[src/b64d_pkg.sv]
`timescale 1ns / 1ps
`default_nettype none

package b64d_pkg;

  localparam int unsigned B64D_FIFO_DEPTH = 4;
  localparam int unsigned B64D_PTR_W      = $clog2(B64D_FIFO_DEPTH);

  localparam int unsigned TOTAL_W = 33;
  localparam int unsigned LIMIT_W = 32;

  // sextet codes beyond the 64 alphabet values
  localparam logic [6:0] SEXTET_PAD = 7'd64;
  localparam logic [6:0] SEXTET_BAD = 7'd127;

  // byte count of a group entry; zero marks a bare end marker
  localparam logic [1:0] COUNT_MARKER = 2'd0;

  typedef struct packed {
    logic [7:0]         b0;
    logic [7:0]         b1;
    logic [7:0]         b2;
    logic [1:0]         count;
    logic               fin;
    logic [TOTAL_W-1:0] base;
  } b64d_group_t;

endpackage

`default_nettype wire

[src/b64d_front.sv]
`timescale 1ns / 1ps
`default_nettype none

module b64d_front (
  input  wire logic                 clk_i,
  input  wire logic                 rst_ni,
  input  wire logic                 in_valid_i,
  output logic                      in_ready_o,
  input  wire logic [7:0]           in_char_i,
  input  wire logic                 in_first_i,
  input  wire logic                 cfg_valid_i,
  input  wire logic [31:0]          cfg_data_i,
  input  wire logic                 q_full_i,
  output logic                      q_push_o,
  output b64d_pkg::b64d_group_t     q_entry_o
);
  import b64d_pkg::*;

  function automatic logic [6:0] sextet_of(input logic [7:0] ch);
    logic [7:0] t;
    begin
      t = 8'd0;
      if (ch inside {[8'h41:8'h5a]}) begin
        t = ch - 8'h41;
      end else if (ch inside {[8'h61:8'h7a]}) begin
        t = ch - 8'h61 + 8'd26;
      end else if (ch inside {[8'h30:8'h39]}) begin
        t = ch - 8'h30 + 8'd52;
      end else if (ch == 8'h2b) begin
        t = 8'd62;
      end else if (ch == 8'h2f) begin
        t = 8'd63;
      end else if (ch == 8'h3d) begin
        t = {1'b0, SEXTET_PAD};
      end else begin
        t = {1'b0, SEXTET_BAD};
      end
      sextet_of = t[6:0];
    end
  endfunction

  logic [LIMIT_W-1:0] limit_q;
  logic [1:0]         fill_q, fill_d, fill_eff;
  logic [6:0]         held_q [3];
  logic [TOTAL_W-1:0] total_q, total_d, total_eff, sum;
  logic               done_q, done_d, done_eff;
  logic               accept, complete, marker, fin;
  logic [6:0]         v;
  logic [1:0]         count;

  assign in_ready_o = !q_full_i;
  assign accept     = in_valid_i && in_ready_o;

  // a first character clears the message state before it is handled
  assign fill_eff  = in_first_i ? 2'd0 : fill_q;
  assign total_eff = in_first_i ? '0 : total_q;
  assign done_eff  = in_first_i ? 1'b0 : done_q;

  assign v        = sextet_of(in_char_i);
  assign complete = !done_eff && (v != SEXTET_BAD) && (fill_eff == 2'd3);
  assign marker   = (held_q[0] == SEXTET_PAD) || (held_q[1] == SEXTET_PAD);

  always_comb begin
    if (held_q[2] == SEXTET_PAD) begin
      count = 2'd1;
    end else if (v == SEXTET_PAD) begin
      count = 2'd2;
    end else begin
      count = 2'd3;
    end
  end

  assign sum = total_eff + TOTAL_W'(count);
  assign fin = sum >= {1'b0, limit_q};

  always_comb begin
    q_entry_o.b0    = {held_q[0][5:0], held_q[1][5:4]};
    q_entry_o.b1    = {held_q[1][3:0], held_q[2][5:2]};
    q_entry_o.b2    = {held_q[2][1:0], v[5:0]};
    q_entry_o.count = marker ? COUNT_MARKER : count;
    q_entry_o.fin   = marker | fin;
    q_entry_o.base  = total_eff;
  end

  assign q_push_o = accept && complete;

  always_comb begin
    fill_d  = fill_eff;
    total_d = total_eff;
    done_d  = done_eff;
    if (!done_eff && (v != SEXTET_BAD)) begin
      if (fill_eff != 2'd3) begin
        fill_d = fill_eff + 2'd1;
      end else begin
        fill_d = 2'd0;
        if (marker) begin
          done_d = 1'b1;
        end else begin
          total_d = sum;
          done_d  = fin;
        end
      end
    end
  end

  always_ff @(posedge clk_i or negedge rst_ni) begin
    if (!rst_ni) begin
      limit_q   <= LIMIT_W'(1);
      fill_q    <= 2'd0;
      total_q   <= '0;
      done_q    <= 1'b0;
      held_q[0] <= 7'd0;
      held_q[1] <= 7'd0;
      held_q[2] <= 7'd0;
    end else begin
      if (cfg_valid_i) begin
        limit_q <= cfg_data_i;
      end
      if (accept) begin
        fill_q  <= fill_d;
        total_q <= total_d;
        done_q  <= done_d;
        if (!done_eff && (v != SEXTET_BAD) && (fill_eff != 2'd3)) begin
          held_q[fill_eff] <= v;
        end
      end
    end
  end

endmodule

`default_nettype wire

[src/b64d_fifo.sv]
`timescale 1ns / 1ps
`default_nettype none

module b64d_fifo (
  input  wire logic                   clk_i,
  input  wire logic                   rst_ni,
  input  wire logic                   push_i,
  input  wire b64d_pkg::b64d_group_t  entry_i,
  input  wire logic                   pop_i,
  output b64d_pkg::b64d_group_t       entry_o,
  output logic                        full_o,
  output logic                        empty_o
);
  import b64d_pkg::*;

  b64d_group_t           mem_q [B64D_FIFO_DEPTH];
  logic [B64D_PTR_W-1:0] wr_ptr_q, rd_ptr_q;
  logic [B64D_PTR_W:0]   count_q;

  assign full_o  = count_q == (B64D_PTR_W + 1)'(B64D_FIFO_DEPTH);
  assign empty_o = count_q == '0;
  assign entry_o = mem_q[rd_ptr_q];

  always_ff @(posedge clk_i) begin
    if (push_i) begin
      mem_q[wr_ptr_q] <= entry_i;
    end
  end

  always_ff @(posedge clk_i or negedge rst_ni) begin
    if (!rst_ni) begin
      wr_ptr_q <= '0;
      rd_ptr_q <= '0;
      count_q  <= '0;
    end else begin
      if (push_i) begin
        wr_ptr_q <= (wr_ptr_q == B64D_PTR_W'(B64D_FIFO_DEPTH - 1)) ? '0 : wr_ptr_q + 1'b1;
      end
      if (pop_i) begin
        rd_ptr_q <= (rd_ptr_q == B64D_PTR_W'(B64D_FIFO_DEPTH - 1)) ? '0 : rd_ptr_q + 1'b1;
      end
      if (push_i && !pop_i) begin
        count_q <= count_q + 1'b1;
      end else if (pop_i && !push_i) begin
        count_q <= count_q - 1'b1;
      end
    end
  end

endmodule

`default_nettype wire

[src/b64d_back.sv]
`timescale 1ns / 1ps
`default_nettype none

module b64d_back (
  input  wire logic                   clk_i,
  input  wire logic                   rst_ni,
  input  wire b64d_pkg::b64d_group_t  head_i,
  input  wire logic                   empty_i,
  output logic                        pop_o,
  output logic                        out_valid_o,
  input  wire logic                   out_ready_i,
  output logic [7:0]                  out_byte_o,
  output logic                        out_byte_valid_o,
  output logic                        out_last_o,
  output logic                        out_finished_o,
  output logic [32:0]                 out_total_o
);
  import b64d_pkg::*;

  logic               valid_q;
  logic [1:0]         k_q;
  logic               load, is_marker, is_last;
  logic [7:0]         byte_q, byte_d;
  logic               bvalid_q, last_q, fin_q;
  logic [TOTAL_W-1:0] total_q, total_d;

  assign load      = (!valid_q || out_ready_i) && !empty_i;
  assign is_marker = head_i.count == COUNT_MARKER;
  assign is_last   = is_marker || (k_q == head_i.count - 2'd1);
  assign pop_o     = load && is_last;

  always_comb begin
    case (k_q)
      2'd0:    byte_d = head_i.b0;
      2'd1:    byte_d = head_i.b1;
      default: byte_d = head_i.b2;
    endcase
    if (is_marker) begin
      byte_d  = 8'd0;
      total_d = head_i.base;
    end else begin
      total_d = head_i.base + TOTAL_W'(k_q) + TOTAL_W'(1);
    end
  end

  always_ff @(posedge clk_i or negedge rst_ni) begin
    if (!rst_ni) begin
      valid_q <= 1'b0;
      k_q     <= 2'd0;
    end else begin
      if (load) begin
        valid_q <= 1'b1;
        k_q     <= is_last ? 2'd0 : k_q + 2'd1;
      end else if (out_ready_i) begin
        valid_q <= 1'b0;
      end
    end
  end

  always_ff @(posedge clk_i) begin
    if (load) begin
      byte_q   <= byte_d;
      bvalid_q <= !is_marker;
      last_q   <= is_last;
      fin_q    <= is_last && head_i.fin;
      total_q  <= total_d;
    end
  end

  assign out_valid_o      = valid_q;
  assign out_byte_o       = byte_q;
  assign out_byte_valid_o = bvalid_q;
  assign out_last_o       = last_q;
  assign out_finished_o   = fin_q;
  assign out_total_o      = total_q;

endmodule

`default_nettype wire

[src/base64_stream_decoder.sv]
`timescale 1ns / 1ps
`default_nettype none

// Base-64 text decoder on streaming channels.
// Slave side: one character per request, tuser[0] flags the first character
// of a message. Non-alphabet characters are dropped, '=' is padding; every
// fourth valid character closes a group that yields one to three bytes, or
// a bare end marker (tuser[0] low) for padding in the first two places.
// Master side: one result per request; tlast marks the final result of the
// closing character, tuser[1] marks the end of the message by padding or
// by the byte limit, tdata carries the byte and the running total.
// Config channel: writes the byte limit; ready is always high, writes are
// expected only while the block is idle.
// Throughput: one character per cycle while the group queue is not full.
// A closing group passes through the queue to the output register; further
// results follow one per cycle from it while the receiver is ready.
// A four-entry group queue sits between the classifier and the output
// sequencer, so a stalled receiver back-pressures the input only once the
// queue is full. Reset clears all message state and sets the limit to one.
module base64_stream_decoder (
  input  wire logic        clk_i,
  input  wire logic        rst_ni,
  input  wire logic        s_axis_tvalid,
  output logic             s_axis_tready,
  input  wire logic [7:0]  s_axis_tdata,  // [7:0] text_char
  input  wire logic [0:0]  s_axis_tuser,  // [0] first_of_message
  output logic             m_axis_tvalid,
  input  wire logic        m_axis_tready,
  output logic [47:0]      m_axis_tdata,  // [7:0] out_byte, [40:8] total_bytes
  output logic [1:0]       m_axis_tuser,  // [0] byte_valid, [1] finished
  output logic             m_axis_tlast,
  input  wire logic        cfg_valid_i,
  output logic             cfg_ready_o,
  input  wire logic [31:0] cfg_data_i
);
  import b64d_pkg::*;

  b64d_group_t push_entry, head_entry;
  logic        push, pop, full, empty;
  logic [7:0]  out_byte;
  logic [32:0] out_total;

  assign cfg_ready_o = 1'b1;

  b64d_front u_front (
    .clk_i       (clk_i),
    .rst_ni      (rst_ni),
    .in_valid_i  (s_axis_tvalid),
    .in_ready_o  (s_axis_tready),
    .in_char_i   (s_axis_tdata),
    .in_first_i  (s_axis_tuser[0]),
    .cfg_valid_i (cfg_valid_i),
    .cfg_data_i  (cfg_data_i),
    .q_full_i    (full),
    .q_push_o    (push),
    .q_entry_o   (push_entry)
  );

  b64d_fifo u_fifo (
    .clk_i   (clk_i),
    .rst_ni  (rst_ni),
    .push_i  (push),
    .entry_i (push_entry),
    .pop_i   (pop),
    .entry_o (head_entry),
    .full_o  (full),
    .empty_o (empty)
  );

  b64d_back u_back (
    .clk_i            (clk_i),
    .rst_ni           (rst_ni),
    .head_i           (head_entry),
    .empty_i          (empty),
    .pop_o            (pop),
    .out_valid_o      (m_axis_tvalid),
    .out_ready_i      (m_axis_tready),
    .out_byte_o       (out_byte),
    .out_byte_valid_o (m_axis_tuser[0]),
    .out_last_o       (m_axis_tlast),
    .out_finished_o   (m_axis_tuser[1]),
    .out_total_o      (out_total)
  );

  assign m_axis_tdata = {7'd0, out_total, out_byte};

endmodule

`default_nettype wire

[config.mk]
export PLATFORM = sky130hd
export DESIGN_NAME = base64_stream_decoder
export DESIGN_NICKNAME = d
export VERILOG_FILES = /design/src/b64d_pkg.sv /design/src/b64d_front.sv /design/src/b64d_fifo.sv /design/src/b64d_back.sv /design/src/base64_stream_decoder.sv
export SDC_FILE = /design/constraint.sdc
export NUM_CORES = 1
export LEC_CHECK = 0
export BUFFER_PORTS_ARGS = -buffer_cell sky130_fd_sc_hd__buf_2
export CORE_MARGIN = 2
export CORE_UTILIZATION = 68
export CTS_BUF_LIST = sky130_fd_sc_hd__clkbuf_8
export DETAILED_ROUTE_END_ITERATION = 8
export PLACE_DENSITY = 0.94
export SLEW_MARGIN = 20
export SYNTH_ARGS = -nofsm -noshare
export SYNTH_HDL_FRONTEND = slang
export SYNTH_SLANG_ARGS = --single-unit
[constraint.sdc]
create_clock -name clk_i -period 8.5 [get_ports clk_i]
set_clock_uncertainty 0.2 [all_clocks]
set_input_delay 1.275 -clock clk_i [delete_from_list [all_inputs] [get_ports clk_i]]
set_output_delay 1.275 -clock clk_i [all_outputs]
set_load 0.02 [all_outputs]
Word-level counts from Yosys, hierarchy flattened
Memories as Yosys holds them, arrays and structs flattened.
Index checks and enable logic that the tools add are counted.
{"block": "totals", "ff_bits": 143, "ram_bits": 240, "inputBits": 46, "output_inout_bits": 54, "wordCells": 123, "memories": 1}
{"block": "op_classes", "n_addsub": 15, "n_lt_le_gt_ge": 9, "n_eq_ne": 15, "n_mux": 34, "bitwise": 2, "reduce_logical": 30}
{"name": "u_fifo.mem_q", "depth": 4, "width": 60, "rd": 1, "rd_ports_with_merged_regs": 0, "wr": 1, "line_no": "b64d_fifo.sv:16", "rtl": "b64d_group_t mem_q [B64D_FIFO_DEPTH];"}
{"cell": "two-way mux 33 bit", "n": 5}
{"cell": "adder 33 x 2 -> 33 bit", "n": 2}
{"cell": "two-way mux 7 bit", "n": 6}
{"cell": "adder 33 x 1 -> 33 bit, second input constant", "n": 1}
{"cell": "greater-or-equal comparator 33 x 32 -> 1 bit", "n": 1}
{"cell": "equality test 7 bit, second input constant", "n": 4}
{"cell": "equality test 8 x 6 -> 1 bit, second input constant", "n": 3}
{"cell": "bitwise mux 21 bit", "n": 1}
{"cell": "greater-or-equal comparator 8 x 7 -> 1 bit, second input constant", "n": 2}
{"cell": "less-or-equal comparator 8 x 7 -> 1 bit, second input constant", "n": 2}
{"cell": "two-way mux 2 bit", "n": 8}
{"cell": "case mux 8 bit (2 select lines)", "n": 1}
{"cell": "demux 7 bit (select 2 bit)", "n": 1}
{"cell": "logical AND 1 bit", "n": 14}
{"cell": "subtractor 7 bit, second input constant", "n": 2}
{"cell": "two-way mux 1 bit", "n": 9}
{"cell": "adder 2 x 1 -> 2 bit, second input constant", "n": 4}
{"cell": "greater-or-equal comparator 8 x 6 -> 1 bit, second input constant", "n": 1}
{"cell": "less-or-equal comparator 8 x 6 -> 1 bit, second input constant", "n": 1}
{"cell": "adder 7 x 5 -> 7 bit, second input constant", "n": 1}
{"cell": "adder 7 x 6 -> 7 bit, second input constant", "n": 1}
{"cell": "zero test 1 bit", "n": 7}
{"cell": "inequality test 7 bit, second input constant", "n": 1}
{"cell": "subtractor 7 x 6 -> 7 bit, second input constant", "n": 1}
{"cell": "19 further kinds", "n": 26}

Depth between registers and ports, before layout
{"block": "depth", "depth_word": 15, "depth_mapped": 28, "ltp_nobuf": 25}

Modules after synthesis
A second synthesis with hierarchy kept.
{"block": "unflattened", "cells_unflattened": 1278, "area_unflattened_um2": 18047.3}
{"module": "b64d_fifo", "n_inst": 1, "cells_each": 351, "area_each_um2": 9143.8, "seq_area_each_um2": 7382.1}
{"module": "b64d_front", "n_inst": 1, "cells_each": 717, "area_each_um2": 6431.2, "seq_area_each_um2": 2228.4}
{"module": "b64d_back", "n_inst": 1, "cells_each": 200, "area_each_um2": 2404.8, "seq_area_each_um2": 1396.3}
{"module": "base64_stream_decoder", "n_inst": 1, "cells_each": 10, "area_each_um2": 67.6, "seq_area_each_um2": 0.0}

Least setup slack after synthesis
No wires, ideal clock.
{"block": "synth_path", "path_type": "in2reg", "start": "in s_axis_tdata[1]", "end": "reg u_front.done_q", "setup_ns": 0.121, "arrival_ns": 6.643, "required_time_ns": 8.179, "path_slack_ns": 1.536, "path_stages": 27, "path_buffers": 3, "cell_sequence": "clkbuf_1 inv_1 ha_1 nand3b_1 o211a_1 and2_0 clkbuf_1 a211oi_1 or4_1 ha_1 inv_1 fa_1 and4b_1 and4_1 clkbuf_1 nand2_1 or3_1 nor3_1 xor2_1 ha_1 a2111oi_0 o21ai_0 o21ai_0 nor4_1 nor4_1 o211ai_1 a22o_1"}
{"element": "start, declared", "line_no": "base64_stream_decoder.sv:25", "rtl": "input wire logic [7:0] s_axis_tdata,"}
{"element": "end signal, assigned", "line_no": "b64d_front.sv:122", "rtl": "done_q <= done_d;"}
{"element": "end, declared", "line_no": "b64d_front.sv:46", "rtl": "logic done_q, done_d, done_eff;"}

==> results.yml <==
synthesis:
  yosysSeqAreaShare_pct: 62.15
  yosysWarnings: 0
  synthSimpleGateAreaFrac_pct: 11.03
  synth_top_family_by_area: "simple AND/OR/NAND/NOR gates"
  synth.area.top_cells: "edfxtp_1, dfrtp_1, mux4_2"
  synth_cell_types: 86
  synth_compound_area_share_pct: 5.320
  synth-seq-cells: 383
  yosysTopAreaCell: "edfxtp_1"
  synthTopCellsByCount: "edfxtp_1, nand2_1, dfrtp_1, inv_1, mux4_2"
  synth_flop_cell: "edfxtp_1"
  synth_top_area_share_pct: 48.15
  syn_inst: 1241
  async_flop_share_pct: 25.85
  synth_fa_ha_area_share_pct: 4.366
  synth_area_per_cell_um2: 14.27
  synth-edff-count: 284
  synth_mux_area_share_pct: 9.841
  synth_area_um2: 17710
  synth_xor_area_share_pct: 4.105
  yosysMostFrequentCell: "edfxtp_1"
finish:
  diodes: 0
  instances_no_fill: 1730
  drive_gt1_share_pct: 21.79
  nets: 1454
  n_fill_cell: 1491
  area_growth_pct: 10.17
detailed_routing:
  met1_length_um: 15350
  routed_wl_um: 39110
  dr.pass1.iters: 6
  num_vias: 11190
  route.met3.wl_um: 4571
  wl_per_cell_um: 22.60
  drc: 0
  top_layer: "met4"
  antenna_left: 0
  drt_iter0_drc: 1295
  route.met2.wl_um: 18260
  avgViaCountPerCell: 6.471
global_route:
  grt_max_degree: 64
  grt_pass1_vias: 10940
  grt.total_usage_pct: 29.38
  grt_pass1_wl_um: 60440
  gr-total-overflow: 0
  antenna_found_initial: 0
clocking:
  clockBufferDepth: 3
  ctsHoldBuffers: 0
  cts_sinks: 383
  root_buffer: "clkbuf_8"
  clock_latency_ps: 600
  clk_pin_slew_ps: 70
  post_cts_buffers: 0
  cts_resized: 0
  ctsHtreeMaxLevel: 2
  cts_buffers: 55
  cts_tree: "built"
pwr:
  switchingPower_mw: 1.657
  clkPwrFrac_pct: 28.0
  p_leak_nw: 7.559
  ir_drop_mv: 0.2001
  p_int_mw: 3.603
  combPwrFrac_pct: 23.9
  pwr_density_cell_nw_per_um2: 269.6
  p_seq_share_pct: 48.2
  swShare_pct: 31.51
worst_setup_path:
  rrSetupSlack_ps: 2060
  worstSetupPathType: "in2reg"
  start_kind: "input pin"
  r2r_end: "u_front.done_q"
  crit_arrival_ps: 7740
  reg2reg_from: "u_front.q_entry_o[44]"
  r2r_cells: 21
  crit_path_max_fanout: 11
  cp.required_ps: 8810
  worstSetupEndpointType: "register"
min_path:
  hp-class: "reg2reg"
  min_from: "u_fifo.count_q[2]"
  holdPathEnd: "u_fifo.count_q[2]"
  hold_depth: 1
sta:
  rsz0062_at_grt: "no"
  tightestPinTransition_ps: 1001
  hold_violations: 0
  period_needed_ps: 7432
  max_freq_mhz: 134.5
  fin_setup_tns_ps: 0
  setup_viol: 0
  finalCritPeriodShare_pct: 87.44
  slew_violations: 0
  whs_ps: 294.0
  max-slew-margin-rel_pct: 32.70
die:
  die_h_um: 165.4
  dieWidth_um: 165.4
  pin_count: 100
  rows: 59
  core-area_um2: 25840
  die_area_um2: 27350
  initial_core_util_pct: 68.55
placed_design:
  dp_cells: 1626
  port_buffers: 91
  dp_hpwl_um: 24800
  place_congestion: 0.9519
flow_run:
  drv_cap: 0
outcome:
  status: "finished, final reports clean"
-- kinds of logic (layout without fill, tap and decap cells) --
family	after synthesis	in the layout
other	2	8
buffers and inverters	120	268
XOR/XNOR	83	83
multiplexers	95	95
AO/OA/AOI/OAI	146	146
flip-flops	383	383
AND/OR/NAND/NOR	352	352
adder cells (fa/ha/maj)	60	60
-- critical path, stage by stage --
cell and delay [ps]:
buf_2 210, inv_1 90, ha_1 260, nand3b_1 160, o211a_1 230, nand2_1 140
o31ai_1 830, or4_1 330, ha_1 200, inv_1 70, fa_1 470, and4b_1 330
and4_1 360, nand2_1 160, or3_1 420, nor3_1 250, xor2_1 110, ha_1 340
nand4_1 100, nor4_1 350, nand4_1 130, a31oi_1 190, a211oi_1 80, o211ai_1 430
a22o_1 210
-- power by group through the flow --
stage / Combinational (mW) / Sequential, mW / Clock (mW)
floorplan: 0.859 / 2.56 / 0
global placement: 1.18 / 2.54 / 0
detailed placement: 1.24 / 2.56 / 0
global route: 1.36 / 2.56 / 1.56
finish: 1.26 / 2.53 / 1.47
CTS: 1.26 / 2.53 / 1.48
-- area by class of cell --
cell class | instances | area [um2] | share of cell area (%)
Clock inverter | 43 | 276.5 | 1.417
Tap cell | 335 | 419.2 | 2.148
Sequential cell | 383 | 11010 | 56.45
Inverter | 61 | 229.0 | 1.174
Clock buffer | 61 | 839.6 | 4.303
Timing Repair Buffer | 103 | 548.0 | 2.809
Multi-Input combinational cell | 744 | 6185 | 31.70
-- how the worst max path moves through the flow --
stage	endpoint	startpoint	slack [ps]	depth (start not counted)
after detailed placement	u_front.done_q	s_axis_tdata[0]	830	25
after global placement	u_front.done_q	s_axis_tdata[0]	1080	25
after CTS	u_front.done_q	s_axis_tdata[0]	1330	25
after global routing	u_front.done_q	s_axis_tdata[0]	740	25
after floorplan	u_front.done_q	s_axis_tdata[1]	1540	27
final	u_front.done_q	s_axis_tdata[0]	1070	25
-- layer usage --
metal	up-vias	global-route usage, %
li1	4827	-
met1	5466	42.76
met2	805	46.14
met3	96	5.919
met4	0	8.268
met5	-	0
-- stage by stage --
step | worst slack (ps) | area (um2) | utilization [%] | power, mW
after floorplan | 1536 | 17730 | - | 3.422
after global placement | 1076 | 18400 | 71.20 | 3.727
after detailed placement | 831.6 | 18400 | 71.20 | 3.800
after CTS | 1327 | 19510 | 75.52 | 5.272
after global routing | 739.8 | 19510 | 75.52 | 5.477
final | 1068 | 19510 | 75.52 | 5.260
-- cells in the final DEF, fill, tap and decap left out, drive strengths merged, types with 33 or more instances in the layout --
| master | instances |
|---|---|
| buf | 103 |
| edfxtp | 284 |
| ha | 57 |
| nor2 | 34 |
| mux4 | 60 |
| dfrtp | 98 |
| o21ai | 54 |
| xor2 | 33 |
| nand2 | 115 |
| mux2 | 33 |
| xnor2 | 50 |
| nor2b | 36 |
| clkbuf | 61 |
| inv | 80 |
-- registers in the layout, indices dropped and copies added (netlist names), 3 cells and up --
register            count
u_back.out_byte_o       8
u_back.out_total_o     33
u_fifo.count_q          3
u_fifo.mem_q          240
u_front.held_q          3
u_front.limit_q        32
u_front.q_entry_o      18
u_front.total_q        33
Note: power is estimated with default switching activity, not from simulation.
